--- src/rtl/pnt_pkg.sv ---
// Shared widths and types for the perfect number test block.
`timescale 1ns / 1ps

package pnt_pkg;

	localparam int DATA_WIDTH = 32;
	localparam int CNT_W      = $clog2(DATA_WIDTH + 1);
	localparam int ACC_W      = DATA_WIDTH + 2;

	typedef struct packed {
		logic                  done;
		logic [DATA_WIDTH-1:0] quo;
		logic                  rem_zero;
	} pnt_div_res_t;

endpackage

--- src/rtl/pnt_div.sv ---
// Bit-serial restoring divider: one quotient bit per cycle.
`timescale 1ns / 1ps

module pnt_div
	import pnt_pkg::*;
(
	input  logic                  clk,
	input  logic                  arst_n,
	input  logic                  start,
	input  logic [DATA_WIDTH-1:0] dividend,
	input  logic [DATA_WIDTH-1:0] divisor,
	output pnt_div_res_t          res
);

	logic                  busy_q;
	logic                  done_q;
	logic [CNT_W-1:0]      cnt_q;
	logic [DATA_WIDTH:0]   rem_q;
	logic [DATA_WIDTH-1:0] quo_q;
	logic [DATA_WIDTH-1:0] dsr_q;

	logic [DATA_WIDTH:0]   rem_shift;
	logic [DATA_WIDTH:0]   rem_diff;
	logic                  take;

	// bring down the next dividend bit from the top of the quotient register
	assign rem_shift = {rem_q[DATA_WIDTH-1:0], quo_q[DATA_WIDTH-1]};
	assign take      = rem_shift >= {1'b0, dsr_q};
	assign rem_diff  = rem_shift - {1'b0, dsr_q};

	always_ff @(posedge clk or negedge arst_n) begin
		if (!arst_n) begin
			busy_q <= 1'b0;
			done_q <= 1'b0;
			cnt_q  <= '0;
		end else begin
			// flag the cycle after the last quotient bit
			done_q <= !start && busy_q && (cnt_q == CNT_W'(1));
			if (start) begin
				busy_q <= 1'b1;
				cnt_q  <= CNT_W'(DATA_WIDTH);
			end else if (busy_q) begin
				cnt_q <= cnt_q - 1'b1;
				if (cnt_q == CNT_W'(1)) begin
					busy_q <= 1'b0;
				end
			end
		end
	end

	always_ff @(posedge clk) begin
		if (start) begin
			rem_q <= '0;
			quo_q <= dividend;
			dsr_q <= divisor;
		end else if (busy_q) begin
			rem_q <= take ? rem_diff : rem_shift;
			quo_q <= {quo_q[DATA_WIDTH-2:0], take};
		end
	end

	assign res.done     = done_q;
	assign res.quo      = quo_q;
	assign res.rem_zero = (rem_q == '0);

endmodule

--- config.mk ---
export PLATFORM = sky130hd
export DESIGN_NAME = pnt_div
export DESIGN_NICKNAME = d
export VERILOG_FILES = /design/src/rtl/pnt_pkg.sv /design/src/rtl/pnt_div.sv
export SDC_FILE = /design/constraint.sdc
export NUM_CORES = 1
export LEC_CHECK = 0
export ABC_CLOCK_PERIOD_IN_PS = 3500
export BUFFER_PORTS_ARGS = -buffer_cell sky130_fd_sc_hd__buf_2
export CORE_MARGIN = 2
export CORE_UTILIZATION = 40
export DETAILED_ROUTE_END_ITERATION = 12
export PLACE_DENSITY = 0.62
export SETUP_SLACK_MARGIN = 0.2
export SLEW_MARGIN = 20
export SYNTH_ARGS = -nofsm -noshare
export SYNTH_HDL_FRONTEND = slang
export SYNTH_SLANG_ARGS = --single-unit
--- constraint.sdc ---
create_clock -name clk -period 3.5 [get_ports clk]
set_clock_uncertainty 0.1 [all_clocks]
set_input_delay 0.7 -clock clk [delete_from_list [all_inputs] [get_ports clk]]
set_output_delay 0.7 -clock clk [all_outputs]
set_load 0.005 [all_outputs]
# --- After elaboration in Yosys (flattened, before gate mapping) ---
# Cells that the tools add are included.
op_classes:
  n_addsub: 2
  order_cmp: 1
  n_eq_ne: 1
  mux: 8
  reduce_logical: 5
ops:
  columns: ["op", "n"]
  rows:
  - ["$mux W32", 2]
  - ["$ge A33 B32 Y1", 1]
  - ["$logic_not A33 Y1", 1]
  - ["$mux W33", 1]
  - ["$sub A33 B32 Y33", 1]
  - ["$mux W6", 2]
  - ["$eq A6 B1 Y1 const B", 1]
  - ["$sub A6 B1 Y6 const B", 1]
  - ["$mux W1", 3]
  - ["$logic_and A1 B1 Y1", 2]
  - ["$reduce_bool A2 Y1", 1]
  - ["$logic_not A1 Y1", 1]
word_totals:
  reg_bits: 105
  elab_cells: 23

# --- Longest topological paths before layout ---
logic_depth:
  ltp_word: 4
  depth_mapped: 13
  depth_no_buf: 11

# --- Worst setup path before layout ---
# No wires, ideal clock.
synth_timing:
  path_type: "reg-to-reg"
  start: "register quo_q[31]"
  end: "register rem_q[32]"
  arrival_time_ns: 2.541
  t_required_ns: 3.280
  slack_ns: 0.739
  stages_incl_launch_ff: 12
  n_path_buf: 0
  period_less_slack_ns: 2.761
  cell_sequence: "edfxtp_1 > inv_1 > ha_1 > fa_1 > nor2b_1 > o211ai_1 > a211oi_1 > o31a_1 > a211oi_2 > o41ai_1 > a211oi_1 > o31a_1"
synth_via:
  elab_chain_cells: 2
  elab_cells_between_ends: 3
  cone_classes: "1 x add/sub; 1 x order compare; 1 x mux"
synth_lines:
  columns: ["element", "line", "text"]
  rows:
  - ["from (decl)", "pnt_div.sv:19", "logic [DATA_WIDTH-1:0] quo_q;"]
  - ["from (signal assigned)", "pnt_div.sv:54", "quo_q <= dividend;"]
  - ["from (signal assigned)", "pnt_div.sv:58", "quo_q <= {quo_q[DATA_WIDTH-2:0], take};"]
  - ["$sub A33 B32 Y33 or $ge A33 B32 Y1 (tied branches)", "pnt_div.sv:29, pnt_div.sv:28", null]
  - ["$mux W33 (*)", "pnt_div.sv:57", "rem_q <= take ? rem_diff : rem_shift;"]
  - ["to (signal assigned)", "pnt_div.sv:57", null]
  - ["to (decl)", "pnt_div.sv:18", "logic [DATA_WIDTH:0] rem_q;"]
# Every way passes the cells marked *; elsewhere a longest branch is shown, timed or not.
# A chain may end at the register's enable or synchronous reset.

# --- Final worst setup path ---
layout_timing:
  start: "register rem_q[6]"
  end: "register rem_q[31]"
layout_via:
  elab_chain_cells: 2
  elab_cells_between_ends: 3
  cone_classes: "1 x add/sub; 1 x order compare; 1 x mux"
layout_lines:
  columns: ["element", "line"]
  rows:
  - ["$sub A33 B32 Y33 or $ge A33 B32 Y1 (tied branches)", "pnt_div.sv:29, pnt_div.sv:28"]
  - ["$mux W33 (*)", "pnt_div.sv:57"]
# Marked as above.

==> impl_metrics.toml <==
[setup_path]
cp_common_cell = "and4_1"
ff2ff_setup_slack_ns = 0.35
reg2regPathDepth = 9
r2r-end = "rem_q[31]$_SDFFE_PP0P_"
critical_path_buf_inv_count = 0
r2r_start = "rem_q[6]$_SDFFE_PP0P_"
end_kind = "flip-flop"
crit_path_max_fanout = 6
critical_path_class = "flip-flop to flip-flop"
cp_data_arrival_time_ns = 3.34
worstSetupStartpointType = "flip-flop"
cp_slowest_cell = "ha_1"
required_ns = 3.69
crit_family = "simple AND/OR/NAND/NOR gates"
critPathMaxStageDelay_ns = 0.41
path_cells = "ha_1 > and4_1 > and3_1 > a21bo_2 > and4_1 > o31a_1 > nor4_1 > mux2_2 > o211ai_1"

[global_routing]
antenna_found_initial = 0
track_usage_pct = 19.3
grt_pass1_vias = 5138
grt_max_degree = 60
grt_pass1_wl_um = 25400
gr-total-overflow = 0

[floorplanning]
die_h_um = 129
die_area_um2 = 16700
num_io_pins = 101
start_util_pct = 41.1
core_area_um2 = 15300
die_x_um = 129
num_rows = 45

[sta]
worst_pin_slew_ns = 0.806
period_share_pct = 90.1
finalSetupViolCount = 0
hold_viol = 0
rsz0062_at_grt = "false"
fin_tns_setup_ns = 0
fin_crit_ns = 3.15
drv_slew = 0
max_freq_mhz = 317
fin_hold_ws_ns = 0.0679
max-slew-margin-rel_pct = 46.3

[power_and_ir_drop]
pwr_density_cell_nw_per_um2 = 798
seqPwrFrac_pct = 33.2
p_clk_share_pct = 18.4
ir_drop_v = 0.000390
comb_power_share_pct = 48.4
leakage_uw = 0.00315
p_switching_uw = 2400
internal_power_uw = 3390
swShare_pct = 41.4

[worst_hold_path]
hold_class = "input pin to asynchronous set/reset pin"

[synthesis]
synth_top_family_by_area = "compound AO/OA/AOI/OAI gates"
muxShareOfSynthArea_pct = 6.41
synth.most_common_cell = "nand2_1"
syn_area_um2 = 6270
synthCells = 629
synth_top_area_share_pct = 30.7
yosys-top-cells-count = "68 x nand2_1, 64 x edfxtp_1, 46 x inv_1, 46 x nor2_1, 43 x a21oi_1"
synth_compound_area_share_pct = 19.1
syn_area_per_cell_um2 = 9.96
syn_nets = 731
ys.flop_type = "edfxtp_1"
ys_seq_area_share_pct = 44.4
synth-xor-area-share_pct = 3.35
synth_seq_cells = 105
synth-simple-area-share_pct = 14.3
yosys-top-cells-area = "edfxtp_1 31%, dfxtp_1 11%, ha_1 6.8%"
synth_warnings = 0
synth-edff-count = 64
synth.distinct_cells = 63
yosys.area.top_type = "edfxtp_1"
synthAdderAreaFrac_pct = 7.11
synthArstFlopShare_pct = 7.62

[detailed_routing]
routed_via_density = 5.50
first_iter_violations = 327
ant_nets = 0
dr.pass1.iters = 7
routed_wl_um = 15400
route.vias.total = 5122
wire_per_inst_um = 16.6
drcViolationCount = 0

[placed_design]
placed_area_um2 = 6940
io_buffer_count = 100
dp.cells = 916
gp_congestion = 0.901
dp_hpwl_um = 11400

[final_layout]
final_cells = 932
n_fill_cell = 1447
area_growth_pct = 15.9
drive_above_1_share_pct = 24.5
design_area_um2 = 7260
nets = 818
num_antenna_cells = 0

[clock_network]
cts_tree = "done"
clk_pin_slew_ns = 0.07
clkSinkCount = 105
clockBufferDepth = 2
clock-root-buffer = "clkbuf_16"
cts_max_level = 3
cts_made_buffers = 9
post_cts_buffers = 0
insertion_delay_ns = 0.36

[status]
outcome = "finished, final reports clean"

[job]
cap_violations = 0
==> worst register-to-register path, cell delays in order, from the launching register on <==
cell	delay, ns
dfxtp_1	0.37
ha_1	0.41
and4_1	0.22
and3_1	0.20
a21bo_2	0.26
and4_1	0.22
o31a_1	0.36
nor4_1	0.39
mux2_2	0.40
o211ai_1	0.16
==> kinds of logic (layout without fill, tap and decap cells) <==
kind of cell / after synthesis / count (layout)
AOI/OAI and AO/OA: 165 / 165
xor gates and xnor gates: 24 / 24
DFF: 105 / 105
adders and majority gates: 35 / 35
and+or+nand+nor: 187 / 187
buffers and inverters: 77 / 169
muxes: 36 / 36
==> layer usage <==
| layer | track usage [%] | up-vias | routed length (um) |
|---|---|---|---|
| met4 | 7.23 | 0 | 260 |
| met3 | 4.91 | 22 | 1090 |
| met2 | 29.7 | 175 | 6830 |
| met1 | 26.3 | 2422 | 7260 |
| met5 | 0 | - | 0 |
| li1 | - | 2503 | - |
==> cell usage in the layout (no fill, tap or decap), drive strengths merged, types with 5 or more instances in the layout <==
cell / synthesis / final
a211oi: 13 / 13
a21o: 16 / 16
a21oi: 43 / 43
a311oi: 16 / 16
a31oi: 6 / 6
and3: 7 / 7
buf: 12 / 107
clkbuf: 19 / 10
dfrtp: 8 / 8
dfxtp: 33 / 33
edfxtp: 64 / 64
ha: 34 / 34
inv: 46 / 49
mux2: 33 / 33
nand2: 68 / 68
nand2b: 5 / 5
nand3: 11 / 11
nand4: 10 / 10
nor2: 47 / 47
nor3: 7 / 7
nor4: 13 / 13
o211ai: 8 / 8
o21ai: 25 / 25
o31a: 5 / 5
or3: 6 / 6
xnor2: 20 / 20
==> how the worst max path moves through the flow <==
stage,cells past startpoint,from,end,slack [ns]
after global placement,9,rem_q[6]$_SDFFE_PP0P_,rem_q[31]$_SDFFE_PP0P_,0.40
after CTS,9,rem_q[6]$_SDFFE_PP0P_,rem_q[31]$_SDFFE_PP0P_,0.39
after detailed placement,9,rem_q[6]$_SDFFE_PP0P_,rem_q[31]$_SDFFE_PP0P_,0.41
after floorplan,11,quo_q[31]$_DFFE_PP_,rem_q[32]$_SDFFE_PP0P_,0.74
final,9,rem_q[6]$_SDFFE_PP0P_,rem_q[31]$_SDFFE_PP0P_,0.35
after global routing,11,quo_q[31]$_DFFE_PP_,rem_q[16]$_SDFFE_PP0P_,0.20
==> layout make-up <==
class | count | area [um^2] | area share (%)
Sequential cell | 105 | 2780 | 38.3
Clock buffer | 10 | 239 | 3.29
Inverter | 46 | 173 | 2.38
Timing Repair Buffer | 107 | 568 | 7.82
Tap cell | 211 | 264 | 3.64
Clock inverter | 6 | 72.6 | 1.00
Multi-Input combinational cell | 447 | 3160 | 43.5
==> stage by stage <==
step / util, % / setup WS (ns) / power (uW)
final: 47.6 / 0.346 / 5800
after global routing: 47.6 / 0.203 / 6220
after CTS: 47.5 / 0.385 / 5800
after detailed placement: 45.5 / 0.408 / 4690
after global placement: 45.5 / 0.398 / 4670
after floorplan: - / 0.739 / 3990
==> timing repair <==
| item | 4_1_cts | 5_1_grt |
|---|---|---|
| endpoints found under the hold margin | 0 | 0 |
| endpoints found under the setup margin | 0 | 2 |
| gates resized for setup | 0 | 2 |
| hold buffers | 0 | 0 |
==> power groups by stage <==
stage          clock network [uW]  logic (uW)  registers (uW)
2_1_floorplan                   0        2140            1850
3_3_place_gp                    0        2730            1930
3_5_place_dp                    0        2760            1940
4_1_cts                      1110        2770            1920
5_1_grt                      1150        3100            1960
6_report                     1070        2800            1920
==> sequential cells by signal (all words and copies together), names as in the netlist <==
| register | flops |
|---|---|
| busy_q | 1 |
| cnt_q | 6 |
| done_q | 1 |
| dsr_q | 32 |
| quo_q | 32 |
| rem_q | 33 |
Power figures use the tool's default switching activity.
